### src/hw/rtl/keyboard_report_key_event_diff_assert.svh
// Assertion macros for the keyboard report differ.
`ifndef KEYBOARD_REPORT_KEY_EVENT_DIFF_ASSERT_SVH
`define KEYBOARD_REPORT_KEY_EVENT_DIFF_ASSERT_SVH
`ifndef SYNTH
// same-cycle implication, clocked on clk, off during reset
`define KBD_ASSERT_IMP(lbl, a, b, msg) \
    lbl: assert property (@(posedge clk) disable iff (!rst_n) (a) |-> (b)) \
        else $error(msg);
// next-cycle implication
`define KBD_ASSERT_NEXT(lbl, a, b, msg) \
    lbl: assert property (@(posedge clk) disable iff (!rst_n) (a) |=> (b)) \
        else $error(msg);
`else
`define KBD_ASSERT_IMP(lbl, a, b, msg)
`define KBD_ASSERT_NEXT(lbl, a, b, msg)
`endif
`endif

### src/hw/rtl/kbd_diff_pkg.sv
// Shared types and constants for the keyboard report differ.
`timescale 1ns / 1ps
package kbd_diff_pkg;

    localparam int KEY_SLOTS = 6;
    localparam int KEY_W     = 8;
    localparam int EVT_W     = 2 * KEY_SLOTS;

    localparam logic [7:0] MOD_SHIFT_MASK = 8'h22;
    localparam logic [7:0] MOD_CTRL_MASK  = 8'h11;

    typedef enum logic {
        EV_PRESS   = 1'b0,
        EV_RELEASE = 1'b1
    } event_kind_t;

    typedef logic [KEY_SLOTS-1:0][KEY_W-1:0] key_arr_t;

    typedef struct packed {
        logic [KEY_SLOTS-1:0] press;
        logic [KEY_SLOTS-1:0] release_;
    } diff_mask_t;

endpackage

### src/hw/rtl/keyboard_report_key_event_diff.sv
// Top level of the boot-keyboard report differ.
//
// Input channel (in_valid / in_stall): one boot-keyboard report per item,
// a modifier byte and six keycodes. Output channel (out_valid / out_stall):
// one key event per item, press or release, with last_event set on the
// final event of a report.
// On accept the report is compared against the stored keycodes and a mask
// of pending events (press then release, slot by slot) is loaded into the
// event buffer; the stored keycodes take the new report at the same edge.
// The buffer drains one event per cycle into the output register unless
// out_stall holds it, so the first event passes through the buffer and then
// the output register; a report has 0 to 12 events. The next report is taken
// in the cycle its predecessor's last event moves to the output register;
// a report with no events emits nothing.
// While out_stall is high and out_valid is set, the output register holds,
// the buffer holds and in_stall rises once a report's events are waiting.
// Reset clears the stored keycodes to zero and empties buffer and output.
`timescale 1ns / 1ps
`include "keyboard_report_key_event_diff_assert.svh"
module keyboard_report_key_event_diff
    import kbd_diff_pkg::*;
(
    input  logic             clk,
    input  logic             rst_n,
    input  logic             in_valid,
    output logic             in_stall,
    input  logic [KEY_W-1:0] modifiers,
    input  logic [KEY_W-1:0] key_slot0,
    input  logic [KEY_W-1:0] key_slot1,
    input  logic [KEY_W-1:0] key_slot2,
    input  logic [KEY_W-1:0] key_slot3,
    input  logic [KEY_W-1:0] key_slot4,
    input  logic [KEY_W-1:0] key_slot5,
    output logic             out_valid,
    input  logic             out_stall,
    output logic             event_kind,
    output logic [KEY_W-1:0] event_key,
    output logic             shift_held,
    output logic             ctrl_held,
    output logic             last_event
);

    key_arr_t   new_keys;
    diff_mask_t mask;

    key_arr_t   prev_keys_reg;
    key_arr_t   old_keys_reg;
    logic [EVT_W-1:0] pend_reg, pend_next;
    logic       shift_reg;
    logic       ctrl_reg;

    logic       out_valid_reg, out_valid_next;
    event_kind_t kind_reg;
    logic [KEY_W-1:0] key_reg;
    logic       oshift_reg;
    logic       octrl_reg;
    logic       last_reg;

    logic       in_accept;
    logic       out_load;
    logic       emit;
    logic [EVT_W-1:0] pend_in;
    logic [EVT_W-1:0] pick;
    logic [EVT_W-1:0] rest;
    logic [KEY_W-1:0] pick_key;
    logic       pick_rel;

    assign new_keys[0] = key_slot0;
    assign new_keys[1] = key_slot1;
    assign new_keys[2] = key_slot2;
    assign new_keys[3] = key_slot3;
    assign new_keys[4] = key_slot4;
    assign new_keys[5] = key_slot5;

    kbd_diff_match u_match
    (
        .new_keys (new_keys),
        .old_keys (prev_keys_reg),
        .mask     (mask)
    );

    always_comb
    begin
        for (int i = 0; i < KEY_SLOTS; i++)
        begin
            pend_in[2*i]   = mask.press[i];
            pend_in[2*i+1] = mask.release_[i];
        end

        out_load = !out_valid_reg || !out_stall;
        // lowest pending event goes first
        pick     = pend_reg & (~pend_reg + EVT_W'(1));
        rest     = pend_reg & ~pick;

        // buffered new keys live in prev_keys_reg, old ones in old_keys_reg
        pick_key = '0;
        pick_rel = 1'b0;
        for (int j = 0; j < KEY_SLOTS; j++)
        begin
            pick_key = pick_key | ({KEY_W{pick[2*j]}} & prev_keys_reg[j])
                                | ({KEY_W{pick[2*j+1]}} & old_keys_reg[j]);
            pick_rel = pick_rel | pick[2*j+1];
        end

        emit      = out_load && (pend_reg != '0);
        in_stall  = (pend_reg != '0) && !(out_load && (rest == '0));
        in_accept = in_valid && !in_stall;

        if (in_accept)
            pend_next = pend_in;
        else if (emit)
            pend_next = rest;
        else
            pend_next = pend_reg;

        if (emit)
            out_valid_next = 1'b1;
        else if (out_load)
            out_valid_next = 1'b0;
        else
            out_valid_next = out_valid_reg;
    end

    always_ff @(posedge clk or negedge rst_n)
    begin
        if (!rst_n)
        begin
            prev_keys_reg <= '0;
            pend_reg      <= '0;
            out_valid_reg <= 1'b0;
        end
        else
        begin
            pend_reg      <= pend_next;
            out_valid_reg <= out_valid_next;
            if (in_accept)
                prev_keys_reg <= new_keys;
        end
    end

    always_ff @(posedge clk)
    begin
        if (in_accept)
        begin
            old_keys_reg <= prev_keys_reg;
            shift_reg    <= (modifiers & MOD_SHIFT_MASK) != '0;
            ctrl_reg     <= (modifiers & MOD_CTRL_MASK) != '0;
        end
        if (emit)
        begin
            kind_reg   <= pick_rel ? EV_RELEASE : EV_PRESS;
            key_reg    <= pick_key;
            oshift_reg <= shift_reg && !pick_rel;
            octrl_reg  <= ctrl_reg && !pick_rel;
            last_reg   <= (rest == '0);
        end
    end

    assign out_valid  = out_valid_reg;
    assign event_kind = kind_reg;
    assign event_key  = key_reg;
    assign shift_held = oshift_reg;
    assign ctrl_held  = octrl_reg;
    assign last_event = last_reg;

    `KBD_ASSERT_NEXT(a_more_after_nonlast, out_valid_reg && !out_stall && !last_reg, out_valid_reg, "event stream broke before last")
    `KBD_ASSERT_IMP(a_key_nonzero, out_valid_reg, key_reg != '0, "event with empty keycode")
    `KBD_ASSERT_NEXT(a_pend_hold, (pend_reg != '0) && !out_load, pend_reg == $past(pend_reg), "pending events changed while stalled")

endmodule

### src/hw/rtl/kbd_diff_match.sv
// Slot-against-slot keycode compare: finds new presses and releases.
`timescale 1ns / 1ps
module kbd_diff_match
    import kbd_diff_pkg::*;
(
    input  key_arr_t   new_keys,
    input  key_arr_t   old_keys,
    output diff_mask_t mask
);

    always_comb
    begin
        logic in_old;
        logic in_new;
        mask = '0;
        for (int i = 0; i < KEY_SLOTS; i++)
        begin
            in_old = 1'b0;
            in_new = 1'b0;
            for (int j = 0; j < KEY_SLOTS; j++)
            begin
                in_old = in_old | (old_keys[j] == new_keys[i]);
                in_new = in_new | (new_keys[j] == old_keys[i]);
            end
            // zero means empty slot and never makes an event
            mask.press[i]    = (new_keys[i] != '0) && !in_old;
            mask.release_[i] = (old_keys[i] != '0) && !in_new;
        end
    end

endmodule
### config.mk
export PLATFORM = sky130hd
export DESIGN_NAME = keyboard_report_key_event_diff
export DESIGN_NICKNAME = d
export VERILOG_FILES = /design/src/hw/rtl/kbd_diff_pkg.sv /design/src/hw/rtl/keyboard_report_key_event_diff.sv /design/src/hw/rtl/kbd_diff_match.sv
export VERILOG_INCLUDE_DIRS = /design/src /design/src/hw/rtl
export SDC_FILE = /design/constraint.sdc
export NUM_CORES = 1
export LEC_CHECK = 0
export ABC_AREA = 1
export BUFFER_PORTS_ARGS = -buffer_cell sky130_fd_sc_hd__buf_2
export CORE_UTILIZATION = 65
export DETAILED_ROUTE_END_ITERATION = 6
export PLACE_DENSITY = 0.91
export SYNTH_ARGS = -nofsm -noshare
export SYNTH_HDL_FRONTEND = slang
export SYNTH_HIERARCHICAL = 1
export SYNTH_SLANG_ARGS = --single-unit
### constraint.sdc
create_clock -name clk -period 5.8 [get_ports clk]
set_input_delay 0.29 -clock clk [delete_from_list [all_inputs] [get_ports clk]]
set_output_delay 0.29 -clock clk [all_outputs]
set_load 0.01 [all_outputs]
# Word-level counts from Yosys, hierarchy flattened

Index checks and enable logic that the tools add are counted.

Add/sub/neg operators: 1
Multiply operators: 0
Divide/modulo/power cells: 0
$lt $le $gt $ge: 0
Equality and inequality tests: 72
Shift operators: 0
Muxes and demuxes: 5
Bitwise gates (word level): 92
Reduce and logical (&&, ||, !) cells: 54

Operator list:

| cell                                           | count |
|---|---|
| equality test 8 bit                            | 72 |
| nonzero test 8 bit                             | 14 |
| AND 8 bit                                      | 12 |
| OR 8 bit                                       | 11 |
| OR 1 bit                                       | 65 |
| AND 12 bit                                     | 2 |
| 2-to-1 mux 12 bit                              | 2 |
| inverter 12 bit                                | 2 |
| logical AND 1 bit                              | 18 |
| logical NOT 1 bit                              | 17 |
| adder 12 x 1 -> 12 bit (second input constant) | 1 |
| logical NOT 12 bit                             | 1 |
| nonzero test 12 bit                            | 1 |
| nonzero test 2 bit                             | 2 |
| 2-to-1 mux 1 bit                               | 3 |
| logical OR 1 bit                               | 1 |

Register bits after elaboration: 123
Latch bits: 0
RAM bits: 0
Bits in read-only memories: 0
Input bits: 60
Output and inout bits: 14
Memories: 0

# Longest topological paths before layout

Word-level depth: 15
Mapped depth: 14
Gate-level depth less buffers: 13

# By module

The synthesis kept the hierarchy.

By module, submodules not included:

| module                         | times used | cells an instance | area each (um2) | sequential area each (um2) |
|---|---|---|---|---|
| kbd_diff_match                 | 1          | 1,365             | 5,681.7         | 0.0 |
| keyboard_report_key_event_diff | 1          | 543               | 5,430.2         | 3,388.2 |

# Worst setup path after synthesis

OpenSTA, ideal clock, no wires.

Kind: register -> register
Start point: register pend_reg[1]
End point: register ctrl_reg, enable pin
Library setup time: 326 ps
Data arrival time: 1,717 ps
Required time: 5,474 ps
Setup slack: 3,757 ps
Cell stages (with the launch flop): 13
Period minus slack after synthesis: 2,043 ps
Cell sequence: dfrtp_1 nor2_4 nand2_4 nor2_4 nand2_1 nand2_1 nand2_1 nor2_2 nand3_2 nand2_4 nand2_8 inv_12 buf_12

Longest elaborated chain between the ends: 11
Elaborated cells between the ends (all ways): 12
Those cells by class: add/sub: 1; bitwise: 4; reduce/logical: 7

RTL lines:

| what                   | RTL line                              | text |
|---|---|---|
| start, declared        | keyboard_report_key_event_diff.sv:48  | `logic [EVT_W-1:0] pend_reg, pend_next;` |
| start signal, assigned | keyboard_report_key_event_diff.sv:134 | `pend_reg <= pend_next;` |
| inverter 12 bit        | keyboard_report_key_event_diff.sv:92  | `pick = pend_reg & (~pend_reg + EVT_W'(1));` |
| adder 12 x 1 -> 12 bit | keyboard_report_key_event_diff.sv:92  |  |
| AND 12 bit             | keyboard_report_key_event_diff.sv:92  |  |
| inverter 12 bit        | keyboard_report_key_event_diff.sv:93  | `rest = pend_reg & ~pick;` |
| AND 12 bit             | keyboard_report_key_event_diff.sv:93  |  |
| logical NOT 12 bit     | keyboard_report_key_event_diff.sv:106 | `in_stall = (pend_reg != '0) && !(out_load && (rest == '0));` |
| logical AND 1 bit      | keyboard_report_key_event_diff.sv:106 |  |
| logical NOT 1 bit      | keyboard_report_key_event_diff.sv:106 |  |
| logical AND 1 bit (*)  | keyboard_report_key_event_diff.sv:106 |  |
| logical NOT 1 bit (*)  | keyboard_report_key_event_diff.sv:107 | `in_accept = in_valid && !in_stall;` |
| logical AND 1 bit (*)  | keyboard_report_key_event_diff.sv:107 |  |
| via in_accept          | keyboard_report_key_event_diff.sv:59  | `logic in_accept;` |
| end signal, assigned   | keyboard_report_key_event_diff.sv:147 | `ctrl_reg <= (modifiers & MOD_CTRL_MASK) != '0;` |
| end, declared          | keyboard_report_key_event_diff.sv:50  | `logic ctrl_reg;` |

Mark *: on every way through the listed nets, which the timed path passes. The rest lies on a longest branch.
A chain may end at the register's enable or synchronous reset.

# Worst setup path in the final report

Start point: register pend_reg[0]
End point: register old_keys_reg[17] (netlist name), enable pin

Longest elaborated chain between the ends: 11
Elaborated cells between the ends (all ways): 12
Those cells by class: add/sub: 1; bitwise: 4; reduce/logical: 7

RTL lines:

| what                   | RTL line                              | text |
|---|---|---|
| inverter 12 bit        | keyboard_report_key_event_diff.sv:92  |  |
| adder 12 x 1 -> 12 bit | keyboard_report_key_event_diff.sv:92  |  |
| AND 12 bit             | keyboard_report_key_event_diff.sv:92  |  |
| inverter 12 bit        | keyboard_report_key_event_diff.sv:93  |  |
| AND 12 bit             | keyboard_report_key_event_diff.sv:93  |  |
| logical NOT 12 bit     | keyboard_report_key_event_diff.sv:106 |  |
| logical AND 1 bit      | keyboard_report_key_event_diff.sv:106 |  |
| logical NOT 1 bit      | keyboard_report_key_event_diff.sv:106 |  |
| logical AND 1 bit (*)  | keyboard_report_key_event_diff.sv:106 |  |
| logical NOT 1 bit (*)  | keyboard_report_key_event_diff.sv:107 |  |
| logical AND 1 bit (*)  | keyboard_report_key_event_diff.sv:107 |  |
| end signal, assigned   | keyboard_report_key_event_diff.sv:145 | `old_keys_reg <= prev_keys_reg;` |
| end, declared          | keyboard_report_key_event_diff.sv:47  | `key_arr_t old_keys_reg;` |

Mark *: on every way between the ends. The rest lies on a longest branch, timed or not.

==> impl_metrics.json <==
{
  "cts_num_sinks": 123,
  "rr_endpoint": "old_keys_reg[17]",
  "ir_worst_vdd_uv": 838,
  "detailed_routing_iteration_count_for_the_pre_antenna_repair_pass": 7,
  "grt-ovfl-total": 0,
  "startpoint": "pend_reg[0]",
  "largest_family_of_logic_cells_by_synthesized_area": "simple AND/OR/NAND/NOR gates",
  "clock_skew_ns": 0.0163,
  "drtAntennaViolNets": 0,
  "summed_negative_setup_slack_over_all_endpoints_ns": 0,
  "worst-endpoint-required_ns": 5.86,
  "cts_htree_levels": 4,
  "power.density_nw_per_um2": 557,
  "cts_max_path_buffers": 2,
  "setup_repair_after_global_routing_missed_its_margin": "false",
  "initial_antenna_violation_count": 0,
  "synth.yosys.seq_area_share_pct": 30.5,
  "post_cts_resized": 0,
  "grt_pass1_wl_um": 65000,
  "boundaryPins": 74,
  "synthesis.nets": 1968,
  "grt.met1_usage_pct": 64.7,
  "final_hold_viol_count": 0,
  "worst-setup-path-type": "flip-flop to flip-flop",
  "synth_simple_gate_area_share_pct": 53.8,
  "global_route.peak_usage_layer": "met2",
  "wirelength_um": 42700,
  "drt-wirelength-per-cell_um": 19.7,
  "reg2reg_slack_ns": 2.64,
  "final_util_pct": 71.7,
  "cts-buffers-inserted": 17,
  "core_area_sq_um": 16600,
  "layout.nets": 1995,
  "synth_compound_area_share_pct": 1.88,
  "std_cell_rows": 47,
  "multi_input_comb_area_sq_um": 6620,
  "worst_skew_pair.late_latency_ns": 0.44,
  "globalRouteMet3Util_pct": 13.5,
  "cp_max_fo": 104,
  "worstHoldPathType": "primary input to async pin",
  "status": "finished, violations left",
  "timing.critical_path.to_type": "flip-flop",
  "min_period_ns": 3.16,
  "clk_root_buffer_cell": "sky130_fd_sc_hd__clkbuf_16",
  "post_synth_num_cell_types": 37,
  "synth.cell_area_sq_um": 11100,
  "hpwl_detailed_um": 30700,
  "number_of_global_route_vias_before_repair": 11500,
  "maxCapViolCount": 0,
  "die_area_sq_um": 17600,
  "yosys-mux-area-fraction_pct": 0,
  "reg2regPathDepth": 11,
  "timing_max_transition_violations_final": 0,
  "start_kind": "flip-flop",
  "r2r_start": "pend_reg[0]",
  "cts_tree": "done",
  "ff_latch_area_sq_um": 3390,
  "route.detailed.vias_per_inst": 6.03,
  "violations_in_the_final_reports": "design-rule violations",
  "groute.usage.overall_pct": 49.0,
  "y_dimension_of_the_die_um": 133,
  "gp_routability_congestion": 1.06,
  "holdBufCountCts": 0,
  "globalRouteMet2Util_pct": 74.2,
  "postSynthAreaPerCell_sq_um": 5.82,
  "antenna-diode-count": 0,
  "layout_worst_path_cycle_share_pct": 54.5,
  "timing.fmax_ghz": 0.317,
  "max_slew.worst_pin.slew_ns": 1.37,
  "path_clk_slew_ns": 0.07,
  "placement.io_buffers": 69,
  "start_util_pct": 66.8,
  "detailroute.via_count": 13100,
  "synth_xor_xnor_area_share_pct": 3.86,
  "yosysWarningCount": 6,
  "cts_setup_buffers": 0,
  "arrival_ns": 3.22,
  "post_syn_instances": 1908,
  "p_leak_nw": 6.51,
  "areaGrowthSynthToFinish_pct": 7.32,
  "fp.dieW_um": 133,
  "adder_cell_share_of_the_synthesized_area_pct": 0,
  "drcViolationCount": 10,
  "slew_headroom_pct": 8.12,
  "postSynthRegisterBits": 123,
  "final_setup_violation_count": 0,
  "drive_gt1_share_pct": 11.3,
  "drt-initial-drc-count": 2392,
  "fillCellCount": 1409,
  "grt_max_degree": 105
}
-- metal layers --
layer / up-vias / routed length (um)
li1: 5903 / -
met1: 5691 / 15200
met2: 1241 / 18100
met3: 245 / 6930
met4: 0 / 2500
met5: - / 0
-- cell usage after synthesis --
cell / number / share of area, %
sky130_fd_sc_hd__nand2_1: 1057 / 36
sky130_fd_sc_hd__nor2_1: 219 / 7.4
sky130_fd_sc_hd__inv_1: 125 / 4.2
sky130_fd_sc_hd__edfxtp_1: 62 / 17
sky130_fd_sc_hd__dfrtp_1: 61 / 14
sky130_fd_sc_hd__nand4_1: 61 / 3.4
sky130_fd_sc_hd__inv_2: 49 / 1.7
sky130_fd_sc_hd__nand3_1: 49 / 2.2
sky130_fd_sc_hd__xnor2_1: 42 / 3.3
sky130_fd_sc_hd__buf_2: 41 / 1.8
sky130_fd_sc_hd__nand2_2: 39 / 2.2
sky130_fd_sc_hd__nor2_2: 17 / 0.96
sky130_fd_sc_hd__a221oi_1: 9 / 0.71
sky130_fd_sc_hd__nor3_1: 9 / 0.41
sky130_fd_sc_hd__buf_4: 8 / 0.54
sky130_fd_sc_hd__xor2_1: 7 / 0.55
sky130_fd_sc_hd__o21ai_1: 6 / 0.27
sky130_fd_sc_hd__a211oi_1: 5 / 0.34
sky130_fd_sc_hd__buf_6: 5 / 0.51
sky130_fd_sc_hd__and2_1: 4 / 0.23
sky130_fd_sc_hd__buf_12: 4 / 0.72
sky130_fd_sc_hd__nor2_4: 4 / 0.41
sky130_fd_sc_hd__clkbuf_1: 3 / 0.10
sky130_fd_sc_hd__nand2_4: 3 / 0.30
sky130_fd_sc_hd__a22o_1: 2 / 0.16
sky130_fd_sc_hd__a32o_1: 2 / 0.18
sky130_fd_sc_hd__clkinv_1: 2 / 0.068
sky130_fd_sc_hd__nand3_2: 2 / 0.18
sky130_fd_sc_hd__o21ai_0: 2 / 0.090
sky130_fd_sc_hd__or2_2: 2 / 0.11
sky130_fd_sc_hd__a31oi_1: 1 / 0.056
sky130_fd_sc_hd__and3_1: 1 / 0.056
sky130_fd_sc_hd__buf_8: 1 / 0.14
sky130_fd_sc_hd__inv_12: 1 / 0.15
sky130_fd_sc_hd__nand2_8: 1 / 0.18
sky130_fd_sc_hd__nor4_1: 1 / 0.056
sky130_fd_sc_hd__o21ai_2: 1 / 0.079
-- layout make-up --
class	count	area share, %
clock inverters	14	1.46
well taps	220	2.31
flip-flops and latches	123	28.4
multi-input cells	1546	55.5
repair buffers	70	2.96
clock buffers	18	3.68
inverters	177	5.68
-- placed cells by master, fill, tap and decap left out, types with 5 or more instances in the layout --
cell	n
sky130_fd_sc_hd__nand2_1	1057
sky130_fd_sc_hd__nor2_1	219
sky130_fd_sc_hd__inv_1	125
sky130_fd_sc_hd__buf_2	69
sky130_fd_sc_hd__edfxtp_1	62
sky130_fd_sc_hd__nand4_1	61
sky130_fd_sc_hd__dfrtp_1	61
sky130_fd_sc_hd__nand3_1	49
sky130_fd_sc_hd__inv_2	49
sky130_fd_sc_hd__xnor2_1	42
sky130_fd_sc_hd__nand2_2	39
sky130_fd_sc_hd__nor2_2	17
sky130_fd_sc_hd__clkbuf_16	17
sky130_fd_sc_hd__nor3_1	9
sky130_fd_sc_hd__a221oi_1	9
sky130_fd_sc_hd__xor2_1	7
sky130_fd_sc_hd__o21ai_1	6
sky130_fd_sc_hd__a211oi_1	5
sky130_fd_sc_hd__inv_6	5
-- critical path, stage by stage (launching register included) --
cell and delay [ns]:
sky130_fd_sc_hd__dfrtp_1 0.59, sky130_fd_sc_hd__nor2_4 0.30, sky130_fd_sc_hd__nand2_4 0.11, sky130_fd_sc_hd__nand2_1 0.10, sky130_fd_sc_hd__nand2_1 0.07, sky130_fd_sc_hd__nor2_1 0.18
sky130_fd_sc_hd__nand2_1 0.12, sky130_fd_sc_hd__nor2_2 0.11, sky130_fd_sc_hd__nand3_2 0.09, sky130_fd_sc_hd__nand2_4 0.19, sky130_fd_sc_hd__nand2_8 0.28, sky130_fd_sc_hd__inv_12 0.50
-- cell families (layout without fill, tap and decap cells) --
family / after synthesis / count (layout)
compound gates: 28 / 28
xor+xnor: 49 / 49
buf+inv: 239 / 279
flops: 123 / 123
simple gates: 1469 / 1469
-- metrics by stage --
stage                     cells  cell area [sq um]  power [W]  hold WS (ns)  setup slack, ns
final                      2168              11900    0.00664        0.0801             2.64
after global routing       2168              11900    0.00696         0.119             2.52
after CTS                  2168              11900    0.00640        0.0997             2.79
after detailed placement   2136              11300    0.00524         0.529             2.83
after global placement     2136              11300    0.00511         0.521             2.93
after floorplan            1908              11100    0.00423      -0.00559             3.76
-- how the worst max path moves through the flow --
stage | to | cells after the start
2_1_floorplan | ctrl_reg | 12
3_3_place_gp | old_keys_reg[16] | 11
3_5_place_dp | old_keys_reg[17] | 11
4_1_cts | old_keys_reg[17] | 11
5_1_grt | old_keys_reg[17] | 11
6_report | old_keys_reg[17] | 11
-- power breakdown --
part           internal, W  switching, W  total (W)
combinational      0.00100       0.00236    0.00337
clock             0.000664      0.000472    0.00114
sequential         0.00138      0.000762    0.00214
total              0.00305       0.00360    0.00664
No activity file was read; power rests on OpenSTA's default activity.
